<file path="src/rtl/afrg_pkg.sv">
// ----------------------------------------------------------------------------
// Actuator flutter rate guard: package
// Types, codes and constants shared by the modules of the guard.
// ----------------------------------------------------------------------------
package afrg_pkg;

    localparam int MAX_OPS_DEF    = 16;
    localparam int GATE_COUNT_DEF = 8;
    localparam int GATE_IDX_W     = 3;
    localparam int TIME_W         = 32;
    localparam int IVL_W          = 20;
    localparam int POS_W          = 8;
    localparam int MASK_W         = 8;
    localparam int POSV_W         = 64;
    localparam int CFG_IDX_W      = 3;
    localparam int CFG_DATA_W     = 64;

    localparam logic [3:0]        GATE_NONE        = 4'b1111;
    localparam logic [IVL_W-1:0]  MIN_INTERVAL_RST = 20'd1000;
    localparam logic [IVL_W-1:0]  WINDOW_RST       = 20'd60000;
    localparam logic [MASK_W-1:0] MASK_RST         = 8'hFF;

    typedef enum logic [1:0] {
        OP_TICK   = 2'd0,
        OP_OPEN   = 2'd1,
        OP_CLOSE  = 2'd2,
        OP_SELECT = 2'd3
    } op_t;

    typedef enum logic [1:0] {
        ACT_NONE  = 2'd0,
        ACT_MOVED = 2'd1,
        ACT_LED   = 2'd2,
        ACT_DEFER = 2'd3
    } act_t;

    typedef enum logic [2:0] {
        REG_MIN_INTERVAL = 3'd0,
        REG_WINDOW       = 3'd1,
        REG_CLOSED_MAX   = 3'd2,
        REG_SERVO_EN     = 3'd3,
        REG_LOW_POS      = 3'd4,
        REG_HIGH_POS     = 3'd5
    } cfg_reg_t;

    typedef enum logic [2:0] {
        ST_IDLE,
        ST_DISPATCH,
        ST_SCAN,
        ST_GUARD,
        ST_WALK,
        ST_DECIDE,
        ST_SEL_OPEN,
        ST_FINISH
    } state_t;

    typedef enum logic [1:0] {
        CTX_SINGLE,
        CTX_SEL_CLOSE,
        CTX_SEL_OPEN,
        CTX_TICK
    } ctx_t;

    typedef enum logic [1:0] {
        DRV_CMD,
        DRV_CUR,
        DRV_SCAN
    } drv_src_t;

    typedef struct packed {
        logic [IVL_W-1:0]  min_interval;
        logic [IVL_W-1:0]  window;
        logic [MASK_W-1:0] closed_max;
        logic [MASK_W-1:0] servo_en;
        logic [POSV_W-1:0] low_pos;
        logic [POSV_W-1:0] high_pos;
    } cfg_t;

    typedef struct packed {
        logic                  load;
        logic                  drv_set;
        drv_src_t              drv_src;
        logic                  walk_clr;
        logic                  walk_rd;
        logic                  decide;
        logic                  set_cur_sel;
        logic                  finish;
        logic [GATE_IDX_W-1:0] scan_idx;
    } cmd_t;

    typedef struct packed {
        op_t  op;
        logic gate_ok_oc;
        logic gate_ok_sel;
        logic gate_none;
        logic cur_valid;
        logic latch;
        logic scan_due;
    } sts_t;

    typedef struct packed {
        logic [3:0]       target;
        act_t             action;
        logic [POS_W-1:0] position;
        logic             led;
        logic             err;
        logic [3:0]       open;
    } res_t;

endpackage

</file>
<file path="src/rtl/afrg_ram.sv">
// ----------------------------------------------------------------------------
// Actuator flutter rate guard: generic RAM
// One write port and one read port with registered read data.
// ----------------------------------------------------------------------------
module afrg_ram #(
    parameter int  WIDTH = 32,
    parameter int  DEPTH = 16,
    localparam int AW    = (DEPTH > 1) ? $clog2(DEPTH) : 1
) (
    input  logic             clk,
    input  logic             we,
    input  logic [AW-1:0]    waddr,
    input  logic [WIDTH-1:0] wdata,
    input  logic             re,
    input  logic [AW-1:0]    raddr,
    output logic [WIDTH-1:0] rdata
);

    logic [WIDTH-1:0] mem_reg [DEPTH];
    logic [WIDTH-1:0] rdata_reg;

    always_ff @(posedge clk)
    begin
        if (we)
        begin
            mem_reg[waddr] <= wdata;
        end
        if (re)
        begin
            rdata_reg <= mem_reg[raddr];
        end
    end

    assign rdata = rdata_reg;

endmodule

</file>
<file path="src/rtl/afrg_cfg.sv">
// ----------------------------------------------------------------------------
// Actuator flutter rate guard: configuration registers
// Holds the interval, window, orientation, fitting and position registers.
// ----------------------------------------------------------------------------
module afrg_cfg (
    input  logic                             clk,
    input  logic                             rst_n,
    input  logic                             cfg_valid,
    output logic                             cfg_ready,
    input  logic [afrg_pkg::CFG_IDX_W-1:0]   cfg_index,
    input  logic [afrg_pkg::CFG_DATA_W-1:0]  cfg_data,
    output afrg_pkg::cfg_t                   cfg
);

    afrg_pkg::cfg_t cfg_reg;
    afrg_pkg::cfg_t cfg_next;

    assign cfg_ready = 1'b1;

    always_comb
    begin
        cfg_next = cfg_reg;
        if (cfg_valid)
        begin
            unique case (afrg_pkg::cfg_reg_t'(cfg_index))
                afrg_pkg::REG_MIN_INTERVAL:
                    cfg_next.min_interval = cfg_data[afrg_pkg::IVL_W-1:0];
                afrg_pkg::REG_WINDOW:
                    cfg_next.window = cfg_data[afrg_pkg::IVL_W-1:0];
                afrg_pkg::REG_CLOSED_MAX:
                    cfg_next.closed_max = cfg_data[afrg_pkg::MASK_W-1:0];
                afrg_pkg::REG_SERVO_EN:
                    cfg_next.servo_en = cfg_data[afrg_pkg::MASK_W-1:0];
                afrg_pkg::REG_LOW_POS:
                    cfg_next.low_pos = cfg_data[afrg_pkg::POSV_W-1:0];
                afrg_pkg::REG_HIGH_POS:
                    cfg_next.high_pos = cfg_data[afrg_pkg::POSV_W-1:0];
                default:
                    cfg_next = cfg_reg;
            endcase
        end
    end

    always_ff @(posedge clk or negedge rst_n)
    begin
        if (!rst_n)
        begin
            cfg_reg.min_interval <= afrg_pkg::MIN_INTERVAL_RST;
            cfg_reg.window       <= afrg_pkg::WINDOW_RST;
            cfg_reg.closed_max   <= afrg_pkg::MASK_RST;
            cfg_reg.servo_en     <= afrg_pkg::MASK_RST;
            cfg_reg.low_pos      <= '0;
            cfg_reg.high_pos     <= '0;
        end
        else
        begin
            cfg_reg <= cfg_next;
        end
    end

    assign cfg = cfg_reg;

endmodule

</file>
<file path="src/rtl/afrg_ctrl.sv">
// ----------------------------------------------------------------------------
// Actuator flutter rate guard: controller
// Sequences dispatch, tick scan, ring walk, guard decision and result flush.
// ----------------------------------------------------------------------------
module afrg_ctrl #(
    parameter int  MAX_OPS    = afrg_pkg::MAX_OPS_DEF,
    parameter int  GATE_COUNT = afrg_pkg::GATE_COUNT_DEF,
    localparam int AW         = (MAX_OPS > 1) ? $clog2(MAX_OPS) : 1,
    localparam int CW         = $clog2(MAX_OPS + 1)
) (
    input  logic           clk,
    input  logic           rst_n,
    input  logic           start,
    output logic           busy,
    input  afrg_pkg::sts_t sts,
    output afrg_pkg::cmd_t cmd,
    output logic [AW-1:0]  walk_addr
);

    afrg_pkg::state_t state_reg;
    afrg_pkg::state_t state_next;
    afrg_pkg::ctx_t   ctx_reg;
    afrg_pkg::ctx_t   ctx_next;
    logic [afrg_pkg::GATE_IDX_W-1:0] scan_reg;
    logic [afrg_pkg::GATE_IDX_W-1:0] scan_next;
    logic [CW-1:0]    walk_reg;
    logic [CW-1:0]    walk_next;
    logic             last_scan;

    assign last_scan = (32'(scan_reg) == GATE_COUNT - 1);
    assign busy      = (state_reg != afrg_pkg::ST_IDLE);
    assign walk_addr = walk_reg[AW-1:0];

    always_comb
    begin
        state_next   = state_reg;
        ctx_next     = ctx_reg;
        scan_next    = scan_reg;
        walk_next    = walk_reg;
        cmd          = '0;
        cmd.drv_src  = afrg_pkg::DRV_CMD;
        cmd.scan_idx = scan_reg;
        unique case (state_reg)
            afrg_pkg::ST_IDLE:
            begin
                if (start)
                begin
                    cmd.load   = 1'b1;
                    state_next = afrg_pkg::ST_DISPATCH;
                end
            end
            afrg_pkg::ST_DISPATCH:
            begin
                unique case (sts.op)
                    afrg_pkg::OP_TICK:
                    begin
                        if (sts.latch)
                        begin
                            state_next = afrg_pkg::ST_FINISH;
                        end
                        else
                        begin
                            scan_next  = '0;
                            state_next = afrg_pkg::ST_SCAN;
                        end
                    end
                    afrg_pkg::OP_OPEN, afrg_pkg::OP_CLOSE:
                    begin
                        if (sts.gate_ok_oc)
                        begin
                            cmd.drv_set = 1'b1;
                            cmd.drv_src = afrg_pkg::DRV_CMD;
                            ctx_next    = afrg_pkg::CTX_SINGLE;
                            state_next  = afrg_pkg::ST_GUARD;
                        end
                        else
                        begin
                            state_next = afrg_pkg::ST_FINISH;
                        end
                    end
                    afrg_pkg::OP_SELECT:
                    begin
                        if (!sts.gate_ok_sel)
                        begin
                            state_next = afrg_pkg::ST_FINISH;
                        end
                        else if (sts.cur_valid)
                        begin
                            cmd.drv_set = 1'b1;
                            cmd.drv_src = afrg_pkg::DRV_CUR;
                            ctx_next    = afrg_pkg::CTX_SEL_CLOSE;
                            state_next  = afrg_pkg::ST_GUARD;
                        end
                        else
                        begin
                            state_next = afrg_pkg::ST_SEL_OPEN;
                        end
                    end
                endcase
            end
            afrg_pkg::ST_SCAN:
            begin
                if (sts.scan_due)
                begin
                    cmd.drv_set = 1'b1;
                    cmd.drv_src = afrg_pkg::DRV_SCAN;
                    ctx_next    = afrg_pkg::CTX_TICK;
                    state_next  = afrg_pkg::ST_GUARD;
                end
                else if (last_scan)
                begin
                    state_next = afrg_pkg::ST_FINISH;
                end
                else
                begin
                    scan_next = scan_reg + 3'd1;
                end
            end
            afrg_pkg::ST_GUARD:
            begin
                cmd.walk_clr = 1'b1;
                walk_next    = '0;
                if (sts.latch)
                begin
                    state_next = afrg_pkg::ST_DECIDE;
                end
                else
                begin
                    state_next = afrg_pkg::ST_WALK;
                end
            end
            afrg_pkg::ST_WALK:
            begin
                cmd.walk_rd = (walk_reg < CW'(MAX_OPS));
                if (walk_reg == CW'(MAX_OPS))
                begin
                    state_next = afrg_pkg::ST_DECIDE;
                end
                else
                begin
                    walk_next = walk_reg + CW'(1);
                end
            end
            afrg_pkg::ST_DECIDE:
            begin
                cmd.decide = 1'b1;
                unique case (ctx_reg)
                    afrg_pkg::CTX_SINGLE, afrg_pkg::CTX_SEL_OPEN:
                        state_next = afrg_pkg::ST_FINISH;
                    afrg_pkg::CTX_SEL_CLOSE:
                        state_next = afrg_pkg::ST_SEL_OPEN;
                    afrg_pkg::CTX_TICK:
                    begin
                        if (last_scan)
                        begin
                            state_next = afrg_pkg::ST_FINISH;
                        end
                        else
                        begin
                            scan_next  = scan_reg + 3'd1;
                            state_next = afrg_pkg::ST_SCAN;
                        end
                    end
                endcase
            end
            afrg_pkg::ST_SEL_OPEN:
            begin
                cmd.set_cur_sel = 1'b1;
                if (sts.gate_none)
                begin
                    state_next = afrg_pkg::ST_FINISH;
                end
                else
                begin
                    cmd.drv_set = 1'b1;
                    cmd.drv_src = afrg_pkg::DRV_CMD;
                    ctx_next    = afrg_pkg::CTX_SEL_OPEN;
                    state_next  = afrg_pkg::ST_GUARD;
                end
            end
            afrg_pkg::ST_FINISH:
            begin
                cmd.finish = 1'b1;
                state_next = afrg_pkg::ST_IDLE;
            end
        endcase
    end

    always_ff @(posedge clk or negedge rst_n)
    begin
        if (!rst_n)
        begin
            state_reg <= afrg_pkg::ST_IDLE;
            ctx_reg   <= afrg_pkg::CTX_SINGLE;
            scan_reg  <= '0;
            walk_reg  <= '0;
        end
        else
        begin
            state_reg <= state_next;
            ctx_reg   <= ctx_next;
            scan_reg  <= scan_next;
            walk_reg  <= walk_next;
        end
    end

endmodule

</file>
<file path="src/rtl/afrg_dp.sv">
// ----------------------------------------------------------------------------
// Actuator flutter rate guard: datapath
// Gate state, move-time ring, guard decision and the result registers.
// ----------------------------------------------------------------------------
module afrg_dp #(
    parameter int  MAX_OPS    = afrg_pkg::MAX_OPS_DEF,
    parameter int  GATE_COUNT = afrg_pkg::GATE_COUNT_DEF,
    localparam int AW         = (MAX_OPS > 1) ? $clog2(MAX_OPS) : 1,
    localparam int CW         = $clog2(MAX_OPS + 1),
    localparam int GW         = (GATE_COUNT > 1) ? $clog2(GATE_COUNT) : 1
) (
    input  logic                          clk,
    input  logic                          rst_n,
    input  logic [1:0]                    op,
    input  logic [3:0]                    gate,
    input  logic [afrg_pkg::TIME_W-1:0]   now_ms,
    input  afrg_pkg::cfg_t                cfg,
    input  afrg_pkg::cmd_t                cmd,
    input  logic [AW-1:0]                 walk_addr,
    output afrg_pkg::sts_t                sts,
    output afrg_pkg::res_t                res,
    output logic                          res_strobe,
    output logic                          res_last
);

    localparam int TW = afrg_pkg::TIME_W;

    afrg_pkg::op_t   op_reg;
    logic [3:0]      gate_reg;
    logic [TW-1:0]   now_reg;
    logic [TW-1:0]   since_reg;
    logic [3:0]      cur_open_reg;
    logic            latch_reg;
    logic            pend_reg      [GATE_COUNT];
    logic            pend_open_reg [GATE_COUNT];
    logic [TW-1:0]   last_move_reg [GATE_COUNT];
    logic [afrg_pkg::GATE_IDX_W-1:0] drv_gate_reg;
    logic            drv_open_reg;
    logic [CW-1:0]   cnt_reg;
    logic            acc_en_reg;
    logic            ent_valid_reg;
    logic            ring_valid_reg [MAX_OPS];
    logic [AW-1:0]   slot_reg;
    logic            buf_valid_reg;
    afrg_pkg::res_t  buf_reg;
    afrg_pkg::res_t  out_reg;
    logic            out_last_reg;
    logic            strobe_reg;

    logic [TW-1:0]   ring_rdata;
    logic            ring_we;
    logic [GW-1:0]   dg;
    logic [GW-1:0]   sg;
    logic [TW-1:0]   min_ext;
    logic            too_soon;
    logic            over;
    logic            refuse;
    logic            latch_set;
    logic            use_low;
    logic            servo;
    logic [afrg_pkg::POS_W-1:0] pos;
    afrg_pkg::res_t  new_res;
    afrg_pkg::res_t  none_res;

    assign dg      = drv_gate_reg[GW-1:0];
    assign sg      = cmd.scan_idx[GW-1:0];
    assign min_ext = {{(TW - afrg_pkg::IVL_W){1'b0}}, cfg.min_interval};

    always_comb
    begin
        sts.op          = op_reg;
        sts.gate_ok_oc  = !gate_reg[3] && (32'(gate_reg[2:0]) < GATE_COUNT);
        sts.gate_ok_sel = sts.gate_ok_oc || (gate_reg == afrg_pkg::GATE_NONE);
        sts.gate_none   = (gate_reg == afrg_pkg::GATE_NONE);
        sts.cur_valid   = !cur_open_reg[3];
        sts.latch       = latch_reg;
        sts.scan_due    = pend_reg[sg] && !((now_reg - last_move_reg[sg]) < min_ext);
    end

    always_comb
    begin
        too_soon  = (now_reg - last_move_reg[dg]) < min_ext;
        over      = (cnt_reg >= CW'(MAX_OPS));
        refuse    = latch_reg || over || too_soon;
        latch_set = !latch_reg && over;
        use_low   = drv_open_reg ? cfg.closed_max[drv_gate_reg]
                                 : !cfg.closed_max[drv_gate_reg];
        servo     = cfg.servo_en[drv_gate_reg];
        pos       = use_low ? cfg.low_pos[{drv_gate_reg, 3'b000} +: afrg_pkg::POS_W]
                            : cfg.high_pos[{drv_gate_reg, 3'b000} +: afrg_pkg::POS_W];

        new_res.target = {1'b0, drv_gate_reg};
        if (refuse)
        begin
            new_res.action = afrg_pkg::ACT_DEFER;
        end
        else if (servo)
        begin
            new_res.action = afrg_pkg::ACT_MOVED;
        end
        else
        begin
            new_res.action = afrg_pkg::ACT_LED;
        end
        new_res.position = (!refuse && servo) ? pos : '0;
        new_res.led      = !refuse && drv_open_reg;
        new_res.err      = latch_reg || latch_set;
        new_res.open     = (!refuse && drv_open_reg) ? {1'b0, drv_gate_reg} : cur_open_reg;

        none_res.target   = afrg_pkg::GATE_NONE;
        none_res.action   = afrg_pkg::ACT_NONE;
        none_res.position = '0;
        none_res.led      = 1'b0;
        none_res.err      = latch_reg;
        none_res.open     = cur_open_reg;

        ring_we = cmd.decide && !refuse && servo;
    end

    afrg_ram #(
        .WIDTH (TW),
        .DEPTH (MAX_OPS)
    ) u_ring (
        .clk   (clk),
        .we    (ring_we),
        .waddr (slot_reg),
        .wdata (now_reg),
        .re    (cmd.walk_rd),
        .raddr (walk_addr),
        .rdata (ring_rdata)
    );

    // Item capture, drive selection and result registers; payload only.
    always_ff @(posedge clk)
    begin
        if (cmd.load)
        begin
            op_reg    <= afrg_pkg::op_t'(op);
            gate_reg  <= gate;
            now_reg   <= now_ms;
            since_reg <= now_ms - {{(TW - afrg_pkg::IVL_W){1'b0}}, cfg.window};
        end
        if (cmd.drv_set)
        begin
            case (cmd.drv_src)
                afrg_pkg::DRV_CUR:
                begin
                    drv_gate_reg <= cur_open_reg[2:0];
                    drv_open_reg <= 1'b0;
                end
                afrg_pkg::DRV_SCAN:
                begin
                    drv_gate_reg <= cmd.scan_idx;
                    drv_open_reg <= pend_open_reg[sg];
                end
                default:
                begin
                    drv_gate_reg <= gate_reg[2:0];
                    drv_open_reg <= (op_reg != afrg_pkg::OP_CLOSE);
                end
            endcase
        end
        if (cmd.decide)
        begin
            buf_reg <= new_res;
        end
        if (cmd.decide)
        begin
            out_reg      <= buf_reg;
            out_last_reg <= 1'b0;
        end
        else if (cmd.finish)
        begin
            out_reg      <= buf_valid_reg ? buf_reg : none_res;
            out_last_reg <= 1'b1;
        end
    end

    always_ff @(posedge clk or negedge rst_n)
    begin
        if (!rst_n)
        begin
            cur_open_reg  <= afrg_pkg::GATE_NONE;
            latch_reg     <= 1'b0;
            slot_reg      <= '0;
            cnt_reg       <= '0;
            acc_en_reg    <= 1'b0;
            ent_valid_reg <= 1'b0;
            buf_valid_reg <= 1'b0;
            strobe_reg    <= 1'b0;
            for (int i = 0; i < GATE_COUNT; i++)
            begin
                pend_reg[i]      <= 1'b0;
                pend_open_reg[i] <= 1'b0;
                last_move_reg[i] <= '0;
            end
            for (int k = 0; k < MAX_OPS; k++)
            begin
                ring_valid_reg[k] <= 1'b0;
            end
        end
        else
        begin
            acc_en_reg    <= cmd.walk_rd;
            ent_valid_reg <= cmd.walk_rd && ring_valid_reg[walk_addr];
            if (cmd.walk_clr)
            begin
                cnt_reg <= '0;
            end
            else if (acc_en_reg && ent_valid_reg && (ring_rdata > since_reg))
            begin
                cnt_reg <= cnt_reg + CW'(1);
            end

            if (cmd.drv_set && (cmd.drv_src == afrg_pkg::DRV_SCAN))
            begin
                pend_reg[sg] <= 1'b0;
            end

            if (cmd.set_cur_sel)
            begin
                cur_open_reg <= gate_reg;
            end

            if (cmd.decide)
            begin
                if (refuse)
                begin
                    pend_reg[dg]      <= 1'b1;
                    pend_open_reg[dg] <= drv_open_reg;
                end
                if (latch_set)
                begin
                    latch_reg <= 1'b1;
                end
                if (!refuse && drv_open_reg)
                begin
                    cur_open_reg <= {1'b0, drv_gate_reg};
                end
                if (ring_we)
                begin
                    last_move_reg[dg]        <= now_reg;
                    ring_valid_reg[slot_reg] <= 1'b1;
                    slot_reg <= (slot_reg == AW'(MAX_OPS - 1)) ? '0 : slot_reg + AW'(1);
                end
            end

            // A result waits in the buffer until the next one or the end of
            // the item shows whether it is the final one.
            if (cmd.decide)
            begin
                strobe_reg    <= buf_valid_reg;
                buf_valid_reg <= 1'b1;
            end
            else if (cmd.finish)
            begin
                strobe_reg    <= 1'b1;
                buf_valid_reg <= 1'b0;
            end
            else
            begin
                strobe_reg <= 1'b0;
            end
        end
    end

    assign res        = out_reg;
    assign res_strobe = strobe_reg;
    assign res_last   = out_last_reg;

endmodule

</file>
<file path="src/rtl/actuator_flutter_rate_guard.sv">
// ----------------------------------------------------------------------------
// Actuator flutter rate guard: top level
// Rate and flutter guard for up to eight gate actuators.
// ----------------------------------------------------------------------------
// A command is taken when start is high and busy is low; op, gate and now_ms
// are sampled on that edge. Busy stays high until the command has been fully
// worked off, and no new command is taken meanwhile.
// Each result appears for one cycle with strobe high; last marks the final
// result of a command. The receiver cannot stall: every strobe is a transfer.
// Every open or close that reaches the guard walks the move-time ring, one
// entry per cycle through its single read port; with the error latch set the
// walk is skipped. Unless the error latch is set, a tick scans the gates and
// retries each deferred gate that is due.
// Configuration writes use their own channel; cfg_ready is always high and
// writes are to be made only while busy is low.
// Reset clears all gate state, the ring and the error latch, records no gate
// as open and loads the register defaults. No clearing pass is needed.
// ----------------------------------------------------------------------------
module actuator_flutter_rate_guard #(
    parameter int MAX_OPS    = afrg_pkg::MAX_OPS_DEF,
    parameter int GATE_COUNT = afrg_pkg::GATE_COUNT_DEF
) (
    input  logic                            clk,
    input  logic                            rst_n,
    input  logic                            start,
    output logic                            busy,
    input  logic [1:0]                      op,
    input  logic signed [3:0]               gate,
    input  logic [afrg_pkg::TIME_W-1:0]     now_ms,
    input  logic                            cfg_valid,
    output logic                            cfg_ready,
    input  logic [afrg_pkg::CFG_IDX_W-1:0]  cfg_index,
    input  logic [afrg_pkg::CFG_DATA_W-1:0] cfg_data,
    output logic                            strobe,
    output logic signed [3:0]               target_gate,
    output logic [1:0]                      action,
    output logic [afrg_pkg::POS_W-1:0]      position,
    output logic                            led_on,
    output logic                            error_latched,
    output logic signed [3:0]               open_gate,
    output logic                            last
);

    localparam int AW = (MAX_OPS > 1) ? $clog2(MAX_OPS) : 1;

    afrg_pkg::cfg_t cfg;
    afrg_pkg::cmd_t cmd;
    afrg_pkg::sts_t sts;
    afrg_pkg::res_t res;
    logic [AW-1:0]  walk_addr;

    afrg_cfg u_cfg (
        .clk       (clk),
        .rst_n     (rst_n),
        .cfg_valid (cfg_valid),
        .cfg_ready (cfg_ready),
        .cfg_index (cfg_index),
        .cfg_data  (cfg_data),
        .cfg       (cfg)
    );

    afrg_ctrl #(
        .MAX_OPS    (MAX_OPS),
        .GATE_COUNT (GATE_COUNT)
    ) u_ctrl (
        .clk       (clk),
        .rst_n     (rst_n),
        .start     (start),
        .busy      (busy),
        .sts       (sts),
        .cmd       (cmd),
        .walk_addr (walk_addr)
    );

    afrg_dp #(
        .MAX_OPS    (MAX_OPS),
        .GATE_COUNT (GATE_COUNT)
    ) u_dp (
        .clk        (clk),
        .rst_n      (rst_n),
        .op         (op),
        .gate       (gate),
        .now_ms     (now_ms),
        .cfg        (cfg),
        .cmd        (cmd),
        .walk_addr  (walk_addr),
        .sts        (sts),
        .res        (res),
        .res_strobe (strobe),
        .res_last   (last)
    );

    assign target_gate   = res.target;
    assign action        = res.action;
    assign position      = res.position;
    assign led_on        = res.led;
    assign error_latched = res.err;
    assign open_gate     = res.open;

endmodule

</file>
<file path="config.mk">
export PLATFORM = sky130hd
export DESIGN_NAME = actuator_flutter_rate_guard
export DESIGN_NICKNAME = d
export VERILOG_FILES = /design/src/rtl/afrg_pkg.sv /design/src/rtl/afrg_ram.sv /design/src/rtl/afrg_cfg.sv /design/src/rtl/afrg_ctrl.sv /design/src/rtl/afrg_dp.sv /design/src/rtl/actuator_flutter_rate_guard.sv
export SDC_FILE = /design/constraint.sdc
export NUM_CORES = 2
export LEC_CHECK = 0
export ABC_AREA = 1
export BUFFER_PORTS_ARGS = -buffer_cell sky130_fd_sc_hd__buf_2
export CORE_ASPECT_RATIO = 1.2
export CORE_MARGIN = 2
export CORE_UTILIZATION = 30
export CTS_CLUSTER_SIZE = 16
export DETAILED_ROUTE_END_ITERATION = 12
export SETUP_SLACK_MARGIN = 0.1
export SYNTH_ARGS = -nofsm -noshare
export SYNTH_HDL_FRONTEND = slang
export SYNTH_SLANG_ARGS = --single-unit
</file>
<file path="constraint.sdc">
create_clock -name clk -period 7.6 [get_ports clk]
set_input_delay 0.76 -clock clk [delete_from_list [all_inputs] [get_ports clk]]
set_output_delay 0.76 -clock clk [all_outputs]
set_load 0.02 [all_outputs]
</file>
# After elaboration in Yosys (flattened, before gate mapping)
# Memories as Yosys holds them, arrays and structs flattened. A register that Yosys moved wholly into a read port is not among the register bits.
# Index checks and enable logic that the tools add are counted.
[classes] n_addsub=7 n_lt_le_gt_ge=13 eq_ne=39 shift=2 n_mux=96 bitwise_logic=8 n_reduce_logical=47
[op_table] operator="bitwise mux 256 bit" n=1
[op_table] operator="binary-select mux 32 bit (select 3 bit)" n=2
[op_table] operator="two-way mux 32 bit" n=5
[op_table] operator="variable part select 64 x 7 -> 8 bit" n=2
[op_table] operator="demux 32 bit (select 3 bit)" n=1
[op_table] operator="less-than comparator 32 x 20 -> 1 bit" n=2
[op_table] operator="subtractor 32 bit" n=2
[op_table] operator="two-way mux 3 bit" n=21
[op_table] operator="two-way mux 20 bit" n=2
[op_table] operator="case mux 3 bit (3 select lines)" n=4
[op_table] operator="> comparator 32 bit" n=1
[op_table] operator="two-way mux 8 bit" n=4
[op_table] operator="subtractor 32 x 20 -> 32 bit" n=1
[op_table] operator="two-way mux 1 bit" n=26
[op_table] operator="case mux 3 bit (8 select lines)" n=1
[op_table] operator="equality test 3 bit, second input constant" n=7
[op_table] operator="AND reduction 2 bit" n=10
[op_table] operator="two-way mux 19 bit" n=1
[op_table] operator="inequality test 2 bit, second input constant" n=9
[op_table] operator="two-way mux 4 bit" n=4
[op_table] operator="bitwise OR 16 bit" n=1
[op_table] operator="greater-or-equal comparator 5 bit, second input constant" n=3
[op_table] operator="two-way mux 5 bit" n=3
[op_table] operator="logical AND 1 bit" n=13
[op_table] operator="other kinds (43)" n=86
[word_totals] regBits=617 mem_bits_rw=512 inputBits=109 output_inout_bits=24 wordCells=292 mem_count=1
[memory_table] memory="u_dp.u_ring.mem_reg" words=16 word_bits=32 read_ports=1 rd_ports_with_merged_regs=1 wr=1 line="afrg_ram.sv:19" source="logic [WIDTH-1:0] mem_reg [DEPTH];"

# Logic depth before layout (Yosys ltp)
[logic_depth] ltp_word=16 depth_mapped=35 mapped_depth_nobuf=31

# Hierarchy
# Synthesis repeated with hierarchy kept, for this count alone.
[unflattened] hier_cells=7190 area_unflattened_um2=61561.5
[modules_own_cells] module="afrg_dp" n_inst=1 cells_each=4106 area_each_um2=30254.0 seq_area_each_um2=11075.6
[modules_own_cells] module="afrg_ram" n_inst=1 cells_each=2120 area_each_um2=23050.9 seq_area_each_um2=16335.7
[modules_own_cells] module="afrg_cfg" n_inst=1 cells_each=805 area_each_um2=7240.7 seq_area_each_um2=4640.7
[modules_own_cells] module="afrg_ctrl" n_inst=1 cells_each=159 area_each_um2=1016.0 seq_area_each_um2=325.3

# Worst setup path before layout
# No wires, ideal clock.
[synth_path] kind="reg2reg" from="register u_dp.drv_gate_reg, in the netlist u_dp.dg[2]" to="memory u_dp.u_ring.mem_reg[5][0] (enable)" setup_time_ns=0.421 t_arrival_ns=5.601 required_ns=7.179 setup_slack_ns=1.577 stages_incl_launch_ff=33 n_path_buf=4 period_less_slack_ns=6.023 cell_sequence="edfxtp_1 > inv_2 > nand2_1 > inv_2 > nand2_1 > buf_2 > inv_2 > clkbuf_1 > a22oi_1 > o2111ai_1 > ha_1 > inv_1 > fa_1 > nand3_1 > nand3_1 > nand2_1 > nand2_1 > nand2_1 > nand2_1 > xor2_1 > ha_1 > nand2_1 > nor2_1 > a21oi_1 > nand2_1 > nand2_1 > nand3_4 > nand4_4 > inv_4 > buf_8 > buf_6 > nand2_1 > nor2_1"
[synth_via] elab_chain_len=12 word_cells_on_any_way=14 cone_classes="add/sub: 1; order compare: 1; mux: 7; bitwise: 1; reduce/logical: 4"
[synth_rtl] item="from (decl)" line="afrg_dp.sv:37" source="logic [afrg_pkg::GATE_IDX_W-1:0] drv_gate_reg;"
[synth_rtl] item="from (signal assigned)" line="afrg_dp.sv:148" source="drv_gate_reg <= cur_open_reg[2:0];"
[synth_rtl] item="from (signal assigned)" line="afrg_dp.sv:153" source="drv_gate_reg <= cmd.scan_idx;"
[synth_rtl] item="from (signal assigned)" line="afrg_dp.sv:158" source="drv_gate_reg <= gate_reg[2:0];"
[synth_rtl] item="NOT 3 -> 4 bit (not written as such)" line="afrg_dp.sv:82" source="too_soon = (now_reg - last_move_reg[dg]) < min_ext;"
[synth_rtl] item="binary-select mux 32 bit (select 3 bit)" line="afrg_dp.sv:82"
[synth_rtl] item="two-way mux 32 bit (not written as such) (2 in series)" line="afrg_dp.sv:82"
[synth_rtl] item="subtractor 32 bit" line="afrg_dp.sv:82"
[synth_rtl] item="less-than comparator 32 x 20 -> 1 bit" line="afrg_dp.sv:82"
[synth_rtl] item="logical OR 1 bit" line="afrg_dp.sv:84" source="refuse = latch_reg || over || too_soon;"
[synth_rtl] item="zero test 1 bit" line="afrg_dp.sv:117" source="ring_we = cmd.decide && !refuse && servo;"
[synth_rtl] item="logical AND 1 bit" line="afrg_dp.sv:117"
[synth_rtl] item="logical AND 1 bit *" line="afrg_dp.sv:117"
[synth_rtl] item="two-way mux 1 bit *" line="afrg_ram.sv:24" source="if (we)"
[synth_rtl] item="two-way mux 1 bit (not written as such) *" line="afrg_ram.sv:26" source="mem_reg[waddr] <= wdata;"
[synth_rtl] item="to (decl)" line="afrg_ram.sv:19"
# Mark *: on every way between the ends. The rest lies on a longest branch, timed or not. The select of a mux whose other input is x is not followed.

# Worst setup path after layout
[layout_path] from="register u_ctrl.scan_reg[0] (netlist bit)" to="register u_dp.drv_open_reg (data pin)"
[layout_via] elab_chain_len=12 word_cells_on_any_way=19 cone_classes="add/sub: 1; order compare: 1; eq/ne: 2; mux: 12; bitwise: 1; reduce/logical: 2"
[layout_rtl] item="from (decl)" line="afrg_ctrl.sv:24" source="logic [afrg_pkg::GATE_IDX_W-1:0] scan_reg;"
[layout_rtl] item="from (signal assigned)" line="afrg_ctrl.sv:202" source="scan_reg <= scan_next;"
[layout_rtl] item="NOT 3 -> 4 bit (not written as such) *" line="afrg_dp.sv:77, afrg_dp.sv:154"
[layout_rtl] item="binary-select mux 32 bit (select 3 bit)" line="afrg_dp.sv:77" source="sts.scan_due = pend_reg[sg] && !((now_reg - last_move_reg[sg]) < min_ext);"
[layout_rtl] item="two-way mux 32 bit (not written as such) (2 in series)" line="afrg_dp.sv:77"
[layout_rtl] item="subtractor 32 bit" line="afrg_dp.sv:77"
[layout_rtl] item="less-than comparator 32 x 20 -> 1 bit" line="afrg_dp.sv:77"
[layout_rtl] item="zero test 1 bit" line="afrg_dp.sv:77"
[layout_rtl] item="logical AND 1 bit" line="afrg_dp.sv:77"
[layout_rtl] item="two-way mux 3 bit" line="afrg_ctrl.sv:103" source="if (sts.scan_due)"
[layout_rtl] item="case mux 3 bit (3 select lines)" line="afrg_ctrl.sv:43" source="unique case (state_reg)"
[layout_rtl] item="equality test 2 bit or equality test 2 x 1 -> 1 bit (tied branches)" line="afrg_dp.sv:145" source="case (cmd.drv_src)"
[layout_rtl] item="case mux 1 bit (2 select lines) *" line="afrg_dp.sv:145"
[layout_rtl] item="to (signal assigned)" line="afrg_dp.sv:154" source="drv_open_reg <= pend_open_reg[sg];"
[layout_rtl] item="to (signal assigned)" line="afrg_dp.sv:159" source="drv_open_reg <= (op_reg != afrg_pkg::OP_CLOSE);"
[layout_rtl] item="to (decl)" line="afrg_dp.sv:38" source="logic drv_open_reg;"
# Marked as above.
# A chain may end at the register's enable or synchronous reset.

==> out/metrics.cfg <==
[power_and_ir_drop]
switchingPower_uw = 9710
peakVddDrop_mv = 0.257
p_per_area_nw_per_um2 = 360
p_clk_frac = 0.274
power_frac_seq = 0.361
internal_power_uw = 14100
leakagePower_uw = 0.0281
netSwitchingFraction = 0.407
comb_power_share = 0.365

[setup_path]
path_max_fanout = 15
critPathLaunch = u_ctrl.scan_reg[0]
cp-endpoint = u_dp.drv_open_reg
startpoint_type = flip-flop
r2r_start = u_ctrl.scan_reg[0]
cp_num_cells = 29
critPathTopFamily = simple AND/OR/NAND/NOR gates
critPathBufInv = 7
reg2regPathDepth = 29
cp.arrival_ns = 7.32
critPathRequiredTime_ns = 8.26
worstSetupEndpointType = flip-flop
crit_path_frequent_cell = nand2_1
path_class = reg2reg
crit_path_top_delay_cell = clkinv_1
timing.rr.end = u_dp.drv_open_reg
critPathMaxStageDelay_ns = 0.87
rrSetupSlack_ns = 0.94

[yosys]
ys.flop_type = edfxtp_1
synthArstFlopShare = 0.433
synthCells = 6350
synth_edf_count = 657
syn-cell-area_um2 = 58000
yosys.area.top_type = edfxtp_1
postSynthNetCount = 6633
synth_top_area_frac = 0.340
synth_cell_types = 67
ys_seq_area_frac = 0.558
netlist_top_cells_area = edfxtp_1 (34%), dfrtp_1 (20%), nand2_1 (9.0%)
synth_seq_cells = 1161
syn_avg_cell_area_um2 = 9.14
yosysWarnings = 0

[run_status]
status = completed

[drt]
wl_mm = 207
routed_via_density = 5.28
drt_first_pass_iters = 7
vias = 47986
wire_per_inst_um = 22.8
drc = 0
drtIter0Drc = 5736
ant_nets = 0

[cells_and_area]
largest_reg_flops = 512
multi_input_area_um2 = 21300
drive_gt1_frac = 0.0986
nets = 6693
seq_area_um2 = 32400
fill_cells = 19670
syn_to_final_growth_pct = 14.2
final_core_util = 0.345

[min_path]
hp-class = in2reg
hold_start = op[1]

[clock_network]
clock-root-buffer = clkbuf_16
ctsHoldBuffers = 1
numCtsBuffers = 133
cts.reportedPaths.clkPinSlew_ns = 0.06
worst_skew_pair.late_latency_ns = 0.84
clock-sinks = 1161
ctsHtreeMaxLevel = 4
clock_path_buffers = 3
cts_setup_buffers = 0
cts_resized = 0
tritoncts = yes

[floorplan]
fp.dieW_um = 406
die_area_um2 = 197000
start_util = 0.302
core_um2 = 192000
pin_count = 133
die_height_um = 486
fp-row-count = 176

[placed_design]
place_ws_ns = 1.06
place.port_buffers = 131
dp_hpwl_mm = 136
place_congestion = 0.997

[grt]
grt_pass1_wl_mm = 304
grt_pass1_vias = 46127
grt_usage = 0.206
grt_max_degree = 191
gr-total-overflow = 0
antenna_found_initial = 17

[timing]
rsz0062_at_grt = no
worstMarginPinSlew_ns = 1.28
final-hold-violation-count = 0
slew_violations = 0
max_freq_ghz = 0.150
tns_ns = 0
fin_ws_ns = 0.941
finalCritPeriodShare = 0.876
setup_viol_count_final = 0
max_slew_margin = 0.144
period_needed_ns = 6.66
finClkSkew_ns = 0.0572

[job]
drv_cap = 0

## cells in the mapped netlist (56+ instances only)
cell type,count
a21oi_1,125
a221oi_1,60
clkbuf_1,230
dfrtp_1,470
edfxtp_1,657
ha_1,171
inv_1,751
nand2_1,1385
nand3_1,343
nand4_1,56
nor2_1,469
o21ai_0,773
o22ai_1,235
## cell families (layout without fill, tap and decap cells)
| kind of cell | Yosys count | after routing | synth area share |
|---|---|---|---|
| compound gates | 1420 | 1420 | 0.140 |
| xor+xnor | 67 | 67 | 0.0101 |
| fa+ha+maj | 174 | 174 | 0.0379 |
| buf+inv | 1130 | 1289 | 0.0799 |
| flops | 1161 | 1161 | 0.558 |
| mux | 2 | 2 | 0.000345 |
| other cells | 1 | 3 | 0.0000646 |
| simple gates | 2395 | 2395 | 0.174 |
## power by group through the flow
stage | sequential (uW) | combinational (uW) | clock (uW)
global route | 8700 | 9510 | 6870
detailed placement | 8670 | 8520 | 0
finish | 8610 | 8700 | 6540
CTS | 8570 | 8560 | 6620
floorplan | 8450 | 5490 | 0
global placement | 8650 | 8450 | 0
## stage by stage
step	power (uW)	cell area [um^2]	std cells	hold WS (ns)
6_report	23800	66300	9092	0.129
3_3_place_gp	17100	61800	8855	0.440
3_5_place_dp	17200	61800	8855	0.447
5_1_grt	25100	66300	9091	0.103
2_1_floorplan	13900	58000	6350	0.421
4_1_cts	23800	66300	9090	0.0962
## cell usage in the layout (no fill, tap or decap), drive strengths merged, types with 44 or more instances in the layout
master,count
xor2,50
clkbuf,188
inv,774
a221oi,60
buf,284
ha,171
nand3,376
or2,45
o21ai,820
a22oi,44
a21oi,125
nor2,475
nand4,57
o22ai,235
nand2,1386
edfxtp,657
dfrtp,470
## metal layers
metal / GRT usage / wire length, um / vias to the layer above
li1: - / - / 21641
met1: 0.269 / 84200 / 23477
met2: 0.325 / 93700 / 2315
met3: 0.0404 / 18200 / 545
met4: 0.105 / 11100 / 8
met5: 0 / 45 / -
## area by class of cell
type                       instances  share of cell area
inverter                         770              0.0438
clock inverter                    46             0.00987
multi-input combinational       4059               0.321
clock buffer                     188              0.0573
tap                             2581              0.0487
antenna                            2           0.0000755
sequential                      1161               0.489
timing repair buffer             285              0.0311
## worst min-delay path by stage
stage	end	slack, ns	depth (start not counted)
after CTS	u_dp.op_reg[1]	0.1	1
final	u_dp.op_reg[1]	0.13	1
after detailed placement	u_dp.ring_valid_reg[9]	0.45	2
after global placement	u_dp.ring_valid_reg[9]	0.44	2
after floorplan	u_dp.buf_reg[17]	0.42	0
after global routing	u_dp.gate_reg[1]	0.10	1
No activity file was read; power rests on OpenSTA's default activity.
